### src/hw/rtl/abcm_pkg.sv
package abcm_pkg;

   // calibration window, a power of two so the bias divide is a shift
   localparam int SAMPLE_LOG2  = 8;
   localparam int SAMPLE_COUNT = 1 << SAMPLE_LOG2;

   // datapath widths
   localparam int SAMPLE_W = 16;
   localparam int SUM_W    = SAMPLE_W + SAMPLE_LOG2;
   localparam int COUNT_W  = SAMPLE_LOG2 + 1;
   localparam int SQUARE_W = 2 * SAMPLE_W - 1;
   localparam int RAD_W    = 2 * SAMPLE_W;
   localparam int ROOT_W   = SAMPLE_W;
   localparam int ITER_W   = $clog2(ROOT_W);
   localparam int LANES    = 3;

   // control sequencer states
   typedef enum logic [2:0] {
      ST_IDLE,
      ST_LANE,
      ST_SQUARE,
      ST_SUM,
      ST_ROOT,
      ST_DONE
   } state_type;

   // per-lane control from the sequencer
   typedef struct packed {
      logic load;
      logic accum;
      logic form;
      logic correct;
      logic square;
      logic calibrated;
   } lane_ctrl_type;

endpackage

### src/hw/rtl/accel_bias_calibrate_magnitude.sv
// Accelerometer bias removal and vector magnitude.
// Input channel req_*: one beat carries a three-axis sample in req_tdata.
// Result channel rsp_*: one beat per input beat, the three axes and the
// magnitude in rsp_tdata, and the calibrated flag in rsp_tuser.
// The first SAMPLE_COUNT beats are summed per axis and returned raw; the
// next beat forms the per-axis bias and is also returned raw. Later beats
// are bias corrected, saturated, and carry the integer square root of the
// sum of squares; raw beats carry the last magnitude (zero after reset).
// Three axis lanes work side by side; a merge stage adds their squares and
// a shared bit-per-cycle square-root unit finishes the magnitude.
// Raw beats pass the lane correct register to the output register; corrected
// beats also pass the square register and the 16 square-root iterations. One beat is
// in flight at a time: a new beat is accepted only once the last one is loaded for output.
// A finished result sits in the output register while the next beat is
// accepted; if rsp_tready stays low, that next result waits in the lanes
// and req_tready stays low until the output register drains.
// Reset clears the sums, the sample count, the bias flag, the held
// magnitude and any pending result.
module accel_bias_calibrate_magnitude (
   input  logic        clock,
   input  logic        reset,
   input  logic        req_tvalid,
   output logic        req_tready,
   input  logic [47:0] req_tdata,   // accel_x, accel_y, accel_z
   output logic        rsp_tvalid,
   input  logic        rsp_tready,
   output logic [63:0] rsp_tdata,   // out_x, out_y, out_z, magnitude
   output logic        rsp_tuser    // calibrated
);

   abcm_pkg::state_type       state_ff;
   abcm_pkg::state_type       state_in;
   abcm_pkg::lane_ctrl_type   lane_ctrl;
   logic [abcm_pkg::COUNT_W-1:0] samples_ff;
   logic [abcm_pkg::COUNT_W-1:0] samples_in;
   logic                      bias_ready_ff;
   logic                      bias_ready_in;
   logic                      cal_item_ff;
   logic                      cal_item_in;
   logic [abcm_pkg::ROOT_W-1:0] held_ff;
   logic [abcm_pkg::ROOT_W-1:0] held_in;
   logic                      rsp_valid_ff;
   logic                      rsp_valid_in;
   logic [63:0]               rsp_data_ff;
   logic                      rsp_user_ff;
   logic                      rsp_load;
   logic                      req_accept;
   logic                      window_full;
   logic                      root_start;
   logic                      root_done;
   logic [abcm_pkg::ROOT_W-1:0] root;
   logic [abcm_pkg::RAD_W-1:0]  radicand;
   logic signed [abcm_pkg::SAMPLE_W-1:0] lane_sample    [abcm_pkg::LANES];
   logic signed [abcm_pkg::SAMPLE_W-1:0] lane_corrected [abcm_pkg::LANES];
   logic        [abcm_pkg::SQUARE_W-1:0] lane_square    [abcm_pkg::LANES];

   assign req_accept  = req_tvalid & req_tready;
   assign window_full = (samples_ff == abcm_pkg::COUNT_W'(abcm_pkg::SAMPLE_COUNT));

   // axis lanes
   for (genvar i = 0; i < abcm_pkg::LANES; i++) begin : g_lane
      assign lane_sample[i] = req_tdata[i*abcm_pkg::SAMPLE_W +: abcm_pkg::SAMPLE_W];
      abcm_lane u_lane (
         .clock     (clock),
         .reset     (reset),
         .ctrl      (lane_ctrl),
         .sample_in (lane_sample[i]),
         .corrected (lane_corrected[i]),
         .square    (lane_square[i])
      );
   end

   // merge: sum of squares into the root unit
   assign radicand = abcm_pkg::RAD_W'(lane_square[0]) + abcm_pkg::RAD_W'(lane_square[1])
                   + abcm_pkg::RAD_W'(lane_square[2]);

   abcm_isqrt u_isqrt (
      .clock    (clock),
      .reset    (reset),
      .start    (root_start),
      .radicand (radicand),
      .done     (root_done),
      .root     (root)
   );

   // sequencer
   always_comb begin
      state_in      = state_ff;
      samples_in    = samples_ff;
      bias_ready_in = bias_ready_ff;
      cal_item_in   = cal_item_ff;
      held_in       = held_ff;
      req_tready    = 1'b0;
      root_start    = 1'b0;
      rsp_load      = 1'b0;
      lane_ctrl     = '0;
      lane_ctrl.calibrated = cal_item_ff;
      unique case (state_ff)
         abcm_pkg::ST_IDLE: begin
            req_tready = 1'b1;
            if (req_tvalid) begin
               lane_ctrl.load  = 1'b1;
               lane_ctrl.accum = !bias_ready_ff && !window_full;
               lane_ctrl.form  = !bias_ready_ff && window_full;
               cal_item_in     = bias_ready_ff;
               if (!bias_ready_ff && !window_full) begin
                  samples_in = samples_ff + 1'b1;
               end
               if (!bias_ready_ff && window_full) begin
                  bias_ready_in = 1'b1;
               end
               state_in = abcm_pkg::ST_LANE;
            end
         end
         abcm_pkg::ST_LANE: begin
            lane_ctrl.correct = 1'b1;
            state_in = cal_item_ff ? abcm_pkg::ST_SQUARE : abcm_pkg::ST_DONE;
         end
         abcm_pkg::ST_SQUARE: begin
            lane_ctrl.square = 1'b1;
            state_in = abcm_pkg::ST_SUM;
         end
         abcm_pkg::ST_SUM: begin
            root_start = 1'b1;
            state_in   = abcm_pkg::ST_ROOT;
         end
         abcm_pkg::ST_ROOT: begin
            if (root_done) begin
               held_in  = root;
               state_in = abcm_pkg::ST_DONE;
            end
         end
         abcm_pkg::ST_DONE: begin
            if (!rsp_valid_ff || rsp_tready) begin
               rsp_load = 1'b1;
               state_in = abcm_pkg::ST_IDLE;
            end
         end
         default: begin
            state_in = abcm_pkg::ST_IDLE;
         end
      endcase
   end

   // output register valid
   always_comb begin
      rsp_valid_in = rsp_valid_ff;
      if (rsp_load) begin
         rsp_valid_in = 1'b1;
      end else if (rsp_tready) begin
         rsp_valid_in = 1'b0;
      end
   end

   always_ff @(posedge clock) begin
      if (reset) begin
         state_ff      <= abcm_pkg::ST_IDLE;
         samples_ff    <= '0;
         bias_ready_ff <= 1'b0;
         cal_item_ff   <= 1'b0;
         held_ff       <= '0;
         rsp_valid_ff  <= 1'b0;
      end else begin
         state_ff      <= state_in;
         samples_ff    <= samples_in;
         bias_ready_ff <= bias_ready_in;
         cal_item_ff   <= cal_item_in;
         held_ff       <= held_in;
         rsp_valid_ff  <= rsp_valid_in;
      end
   end

   // output beat payload
   always_ff @(posedge clock) begin
      if (rsp_load) begin
         rsp_data_ff <= {held_ff, lane_corrected[2], lane_corrected[1], lane_corrected[0]};
         rsp_user_ff <= cal_item_ff;
      end
   end

   assign rsp_tvalid = rsp_valid_ff;
   assign rsp_tdata  = rsp_data_ff;
   assign rsp_tuser  = rsp_user_ff;

`ifndef NO_ASSERTIONS
   a_count_bound: assert property (@(posedge clock) disable iff (reset)
      samples_ff <= abcm_pkg::COUNT_W'(abcm_pkg::SAMPLE_COUNT))
      else $error("sample count past calibration window");

   a_cal_after_bias: assert property (@(posedge clock) disable iff (reset)
      rsp_valid_ff && rsp_user_ff |-> bias_ready_ff)
      else $error("corrected beat before bias formed");

   a_root_in_state: assert property (@(posedge clock) disable iff (reset)
      root_done |-> state_ff == abcm_pkg::ST_ROOT)
      else $error("root done outside root wait");

   a_done_holds: assert property (@(posedge clock) disable iff (reset)
      state_ff == abcm_pkg::ST_DONE && rsp_valid_ff && !rsp_tready
      |=> state_ff == abcm_pkg::ST_DONE)
      else $error("result left while output register busy");

   a_bias_sticky: assert property (@(posedge clock) disable iff (reset)
      bias_ready_ff |=> bias_ready_ff)
      else $error("bias flag dropped");
`endif

endmodule

### src/hw/rtl/abcm_lane.sv
module abcm_lane (
   input  logic                                  clock,
   input  logic                                  reset,
   input  abcm_pkg::lane_ctrl_type               ctrl,
   input  logic signed [abcm_pkg::SAMPLE_W-1:0]  sample_in,
   output logic signed [abcm_pkg::SAMPLE_W-1:0]  corrected,
   output logic        [abcm_pkg::SQUARE_W-1:0]  square
);

   logic signed [abcm_pkg::SAMPLE_W-1:0] sample_ff;
   logic signed [abcm_pkg::SUM_W-1:0]    sum_ff;
   logic signed [abcm_pkg::SUM_W-1:0]    sum_in;
   logic signed [abcm_pkg::SUM_W-1:0]    bias_round;
   logic signed [abcm_pkg::SAMPLE_W-1:0] bias_div;
   logic signed [abcm_pkg::SAMPLE_W-1:0] bias;
   logic signed [abcm_pkg::SAMPLE_W:0]   diff;
   logic signed [abcm_pkg::SAMPLE_W-1:0] sat;
   logic signed [abcm_pkg::SAMPLE_W-1:0] corrected_ff;
   logic signed [abcm_pkg::SAMPLE_W-1:0] corrected_in;
   logic signed [2*abcm_pkg::SAMPLE_W-1:0] product;
   logic        [abcm_pkg::SQUARE_W-1:0] square_ff;

   // running sum, then the bias truncated toward zero
   always_comb begin
      bias_round = sum_ff + (sum_ff[abcm_pkg::SUM_W-1] ?
                   abcm_pkg::SUM_W'(abcm_pkg::SAMPLE_COUNT - 1) : '0);
      bias_div   = bias_round[abcm_pkg::SUM_W-1:abcm_pkg::SAMPLE_LOG2];
      sum_in     = sum_ff;
      if (ctrl.accum) begin
         sum_in = sum_ff + abcm_pkg::SUM_W'(sample_in);
      end else if (ctrl.form) begin
         sum_in = abcm_pkg::SUM_W'(bias_div);
      end
   end

   // subtract bias and saturate to the sample range (raw beats keep the sample), then square
   always_comb begin
      bias = sum_ff[abcm_pkg::SAMPLE_W-1:0];
      diff = (abcm_pkg::SAMPLE_W+1)'(sample_ff) - (abcm_pkg::SAMPLE_W+1)'(bias);
      if (diff[abcm_pkg::SAMPLE_W] != diff[abcm_pkg::SAMPLE_W-1]) begin
         sat = diff[abcm_pkg::SAMPLE_W] ? {1'b1, {(abcm_pkg::SAMPLE_W-1){1'b0}}}
                                        : {1'b0, {(abcm_pkg::SAMPLE_W-1){1'b1}}};
      end else begin
         sat = diff[abcm_pkg::SAMPLE_W-1:0];
      end
      corrected_in = ctrl.calibrated ? sat : sample_ff;
      product      = corrected_ff * corrected_ff;
   end

   always_ff @(posedge clock) begin
      if (reset) begin
         sum_ff <= '0;
      end else begin
         sum_ff <= sum_in;
      end
   end

   // sample, corrected value and square registers
   always_ff @(posedge clock) begin
      if (ctrl.load) begin
         sample_ff <= sample_in;
      end
      if (ctrl.correct) begin
         corrected_ff <= corrected_in;
      end
      if (ctrl.square) begin
         square_ff <= product[abcm_pkg::SQUARE_W-1:0];
      end
   end

   assign corrected = corrected_ff;
   assign square    = square_ff;

endmodule

### src/hw/rtl/abcm_isqrt.sv
module abcm_isqrt (
   input  logic                              clock,
   input  logic                              reset,
   input  logic                              start,
   input  logic [abcm_pkg::RAD_W-1:0]        radicand,
   output logic                              done,
   output logic [abcm_pkg::ROOT_W-1:0]       root
);

   logic [abcm_pkg::RAD_W-1:0]    rad_ff;
   logic [abcm_pkg::RAD_W-1:0]    rad_in;
   logic [abcm_pkg::ROOT_W+1:0]   rem_ff;
   logic [abcm_pkg::ROOT_W+1:0]   rem_in;
   logic [abcm_pkg::ROOT_W-1:0]   root_ff;
   logic [abcm_pkg::ROOT_W-1:0]   root_in;
   logic [abcm_pkg::ITER_W-1:0]   iter_ff;
   logic [abcm_pkg::ITER_W-1:0]   iter_in;
   logic                          busy_ff;
   logic                          busy_in;
   logic                          done_ff;
   logic                          done_in;
   logic [abcm_pkg::ROOT_W+3:0]   cand;
   logic [abcm_pkg::ROOT_W+3:0]   trial;

   // one result bit per cycle, two radicand bits shifted in
   always_comb begin
      cand    = {rem_ff, rad_ff[abcm_pkg::RAD_W-1 -: 2]};
      trial   = {2'b00, root_ff, 2'b01};
      rad_in  = rad_ff;
      rem_in  = rem_ff;
      root_in = root_ff;
      iter_in = iter_ff;
      busy_in = busy_ff;
      done_in = 1'b0;
      if (start) begin
         rad_in  = radicand;
         rem_in  = '0;
         root_in = '0;
         iter_in = '0;
         busy_in = 1'b1;
      end else if (busy_ff) begin
         rad_in = {rad_ff[abcm_pkg::RAD_W-3:0], 2'b00};
         if (cand >= trial) begin
            rem_in  = (abcm_pkg::ROOT_W+2)'(cand - trial);
            root_in = {root_ff[abcm_pkg::ROOT_W-2:0], 1'b1};
         end else begin
            rem_in  = (abcm_pkg::ROOT_W+2)'(cand);
            root_in = {root_ff[abcm_pkg::ROOT_W-2:0], 1'b0};
         end
         iter_in = iter_ff + 1'b1;
         if (iter_ff == abcm_pkg::ITER_W'(abcm_pkg::ROOT_W - 1)) begin
            busy_in = 1'b0;
            done_in = 1'b1;
         end
      end
   end

   always_ff @(posedge clock) begin
      if (reset) begin
         busy_ff <= 1'b0;
         done_ff <= 1'b0;
         iter_ff <= '0;
      end else begin
         busy_ff <= busy_in;
         done_ff <= done_in;
         iter_ff <= iter_in;
      end
   end

   always_ff @(posedge clock) begin
      rad_ff  <= rad_in;
      rem_ff  <= rem_in;
      root_ff <= root_in;
   end

   assign done = done_ff;
   assign root = root_ff;

endmodule
### config.mk
export PLATFORM = sky130hd
export DESIGN_NAME = accel_bias_calibrate_magnitude
export DESIGN_NICKNAME = d
export VERILOG_FILES = /design/src/hw/rtl/abcm_pkg.sv /design/src/hw/rtl/accel_bias_calibrate_magnitude.sv /design/src/hw/rtl/abcm_lane.sv /design/src/hw/rtl/abcm_isqrt.sv
export SDC_FILE = /design/constraint.sdc
export NUM_CORES = 2
export LEC_CHECK = 0
export ABC_AREA = 1
export BUFFER_PORTS_ARGS = -buffer_cell sky130_fd_sc_hd__buf_2
export CORE_MARGIN = 2
export CORE_UTILIZATION = 62
export DETAILED_ROUTE_END_ITERATION = 7
export GPL_TIMING_DRIVEN = 0
export PLACE_DENSITY = 0.84
export SLEW_MARGIN = 20
export SYNTH_ARGS = -nofsm -noshare
export SYNTH_HDL_FRONTEND = slang
export SYNTH_HIERARCHICAL = 1
export SYNTH_SLANG_ARGS = --single-unit
### constraint.sdc
create_clock -name clock -period 11.94 [get_ports clock]
set_clock_uncertainty 0.1 [all_clocks]
set_input_delay 2.388 -clock clock [delete_from_list [all_inputs] [get_ports clock]]
set_output_delay 2.388 -clock clock [all_outputs]
set_load 0.05 [all_outputs]
==> impl_metrics.py <==
metrics = {
    "run_status": {
        "status": "finished, final reports clean",
    },
    "flow_run": {
        "maxCapViolations": 0,
    },
    "global_route": {
        "grt_max_degree": 34,
        "antenna_found_initial": 3,
        "grtUsageTotal_pct": 32.6,
        "first_global_vias": 49200,
        "grt_first_pass_wirelength_mm": 247,
        "grt_overflow_total": 0,
    },
    "sta": {
        "rsz0062_at_grt": "no",
        "finalSetupTns_ps": 0,
        "max_freq_ghz": 0.138,
        "timing.final.ws_setup_ps": 4680,
        "slew_viol_final": 0,
        "relSlewSlack_pct": 40.4,
        "setup-violations-final": 0,
        "finalCritPeriodShare_pct": 60.8,
        "worstMarginPinSlew_ps": 887,
        "final-hold-violation-count": 0,
        "period_needed_ps": 7260,
    },
    "routing": {
        "first_pass_iters": 6,
        "num_vias": 48500,
        "route.met3.wl_mm": 10.9,
        "wire_per_inst_um": 16.9,
        "drtIter0Drc": 3840,
        "top_layer": "met4",
        "viasPerCell": 5.38,
        "wl_mm": 152,
        "met2_wirelength_mm": 73.2,
        "met1_length_mm": 62.2,
        "antenna_left": 0,
        "drc_errors": 0,
    },
    "worst_setup_path": {
        "crit_required_ps": 12220,
        "cpPeakStageDelay_ps": 680,
        "endpoint_kind": "register",
        "start_kind": "register",
        "crit_type": "register to register",
        "cp_max_fo": 10,
        "crit_slowest_cell": "fa_1",
        "crit_path_frequent_cell": "fa_1",
        "arrival_ps": 7540,
        "r2r_slack_ps": 4680,
        "cp_cell_sequence": "clkbuf_1 > clkbuf_1 > nand2_1 > fa_1 > fa_1 > inv_1 > fa_1 > fa_1 > fa_1 > inv_1 > fa_1 > inv_1 > ha_1 > nand2_1 > nor2_1 > inv_1 > nor3_1 > nand3_1 > nand2_1 > xor2_1",
    },
    "finish": {
        "fill_cells": 7647,
        "drive_above_1_share_pct": 5.92,
        "area_growth_pct": 7.33,
        "final_nets": 8944,
        "post-route-util_pct": 67.2,
    },
    "place": {
        "gp_congestion": 0.982,
        "place_ws_ps": 4820,
        "place_hpwl_mm": 128,
        "port_buffers": 118,
    },
    "logic_synthesis": {
        "synth.yosys.seq_area_share_pct": 19.8,
        "async_flop_share_pct": 0,
        "netlist_instances": 7534,
        "ys.warnings.count": 6,
        "syn_area_sq_um": 57500,
        "syn-num-nets": 8756,
        "yosysTopAreaCell": "fa_1",
        "synth_edf_count": 283,
        "ys_ff_latch": 426,
        "synth_most_common_cell": "nand2_1",
        "ys.flop_type": "edfxtp_1",
        "avgSynthCellArea_sq_um": 7.63,
        "synth_cell_types": 57,
        "synth_top_area_share_pct": 25.3,
        "ys_top_cells_by_area": "fa_1 25%, edfxtp_1 15%, nand2_1 12%, inv_1 12%, ha_1 9.7%",
        "synth_commonest_cells": "1873 x nand2_1, 1811 x inv_1, 726 x fa_1",
    },
    "floorplan": {
        "dieArea_sq_um": 95200,
        "core_region_area_sq_um": 91800,
        "ios": 119,
        "start_util_pct": 62.7,
        "fp-row-count": 111,
        "dieWidth_um": 309,
        "chipHeight_um": 309,
    },
    "cts": {
        "clk_latency_ps": 670,
        "clk_pin_slew_ps": 60,
        "cts_resized": 0,
        "cts_hold_buf": 0,
        "cts_tree": "built",
        "htreeDepth": 2,
        "cts_setup_buffers": 0,
        "cts_buffers": 52,
        "clockBufferDepth": 3,
        "clock_sinks": 426,
        "cts_root_buffer": "clkbuf_16",
    },
    "worst_hold_path": {
        "min_path_type": "register to register",
    },
}
[worst max-delay path: cells and delay by family (launching register included)]
family / cells / cell delay, ps
and+or+nand+nor: 6 / 900
buffers and inverters: 6 / 1450
DFF: 1 / 520
adders and majority gates: 7 / 3650
xor gates and xnor gates: 1 / 360
[worst paths after layout]
| path | startpoint | endpoint | cells after the start |
|---|---|---|---|
| setup / recovery | g_lane[1].u_lane/corrected[6] | g_lane[1].u_lane/square[28] | 20 |
| hold / removal | held_ff[6] | rsp_tdata[54] | 0 |
| setup reg to reg | g_lane[1].u_lane/corrected[6] | g_lane[1].u_lane/square[28] | 20 |
| hold reg to reg | held_ff[6] | rsp_tdata[54] | 0 |
[routing by layer]
layer  GRT usage, %  vias up
met4           12.3        0
met1           42.2    23000
met5              0        -
li1               -    23300
met3           4.78      376
met2           55.5     1788
[kinds of logic (layout without fill, tap and decap cells)]
logic type / Yosys count / count (layout) / synth area share [%]
AND/OR/NAND/NOR: 3077 / 3077 / 22.7
AO/OA/AOI/OAI: 682 / 682 / 6.49
flip-flops: 426 / 426 / 19.8
buffers and inverters: 1987 / 2219 / 13.2
other: 3 / 4 / 0.0196
XOR/XNOR: 189 / 189 / 2.88
adder cells (fa/ha/maj): 1170 / 1170 / 34.9
[area by class of cell]
type                            count  area [sq um]  share of cell area (%)
Multi-Input combinational cell   5121         38600                    62.5
Sequential cell                   426         11400                    18.4
Inverter                         1832          6880                    11.1
Tap cell                         1243          1560                    2.52
Clock buffer                       63          1400                    2.27
Timing Repair Buffer              134           805                    1.30
Buffer                            155           714                    1.16
Clock inverter                     35           432                   0.699
Antenna cell                        1          2.50                 0.00405
[per-stage QoR]
step,std cells,hold slack [ps],area [sq um]
2_1_floorplan,7534,308,57500
3_3_place_gp,8895,313,59700
3_5_place_dp,8911,316,59900
4_1_cts,9009,330,61700
5_1_grt,9009,336,61700
6_report,9010,330,61700
[placed cells by master, fill, tap and decap left out, drive strengths merged, types with 9 or more instances in the layout]
cell and instances:
a21o 15, a21oi 373, a31oi 9, buf 164, clkbuf 188, clkinv 26
dfxtp 143, edfxtp 283, fa 726, ha 444, inv 1830, nand2 1924
nand3 338, nand3b 37, nand4 91, nor2 575, nor3 78, o21ai 206
o21bai 29, o22ai 15, or2 21, xnor2 70, xor2 119
[flip-flops by register name, summed over array words and instances (netlist names), 3 cells and up]
register / cells
g_lane.u_lane/corrected: 48
g_lane.u_lane/sample_ff: 48
g_lane.u_lane/square: 90
g_lane.u_lane/sum_ff: 72
held_ff: 16
rsp_tdata: 64
samples_ff: 9
state_ff: 3
u_isqrt/iter_ff: 4
u_isqrt/rad_ff: 32
u_isqrt/rem_ff: 18
u_isqrt/root: 16
Power is left out: the tool's default activity adds up to more than one toggle a clock period on the data nets, which glitch-free logic cannot reach.
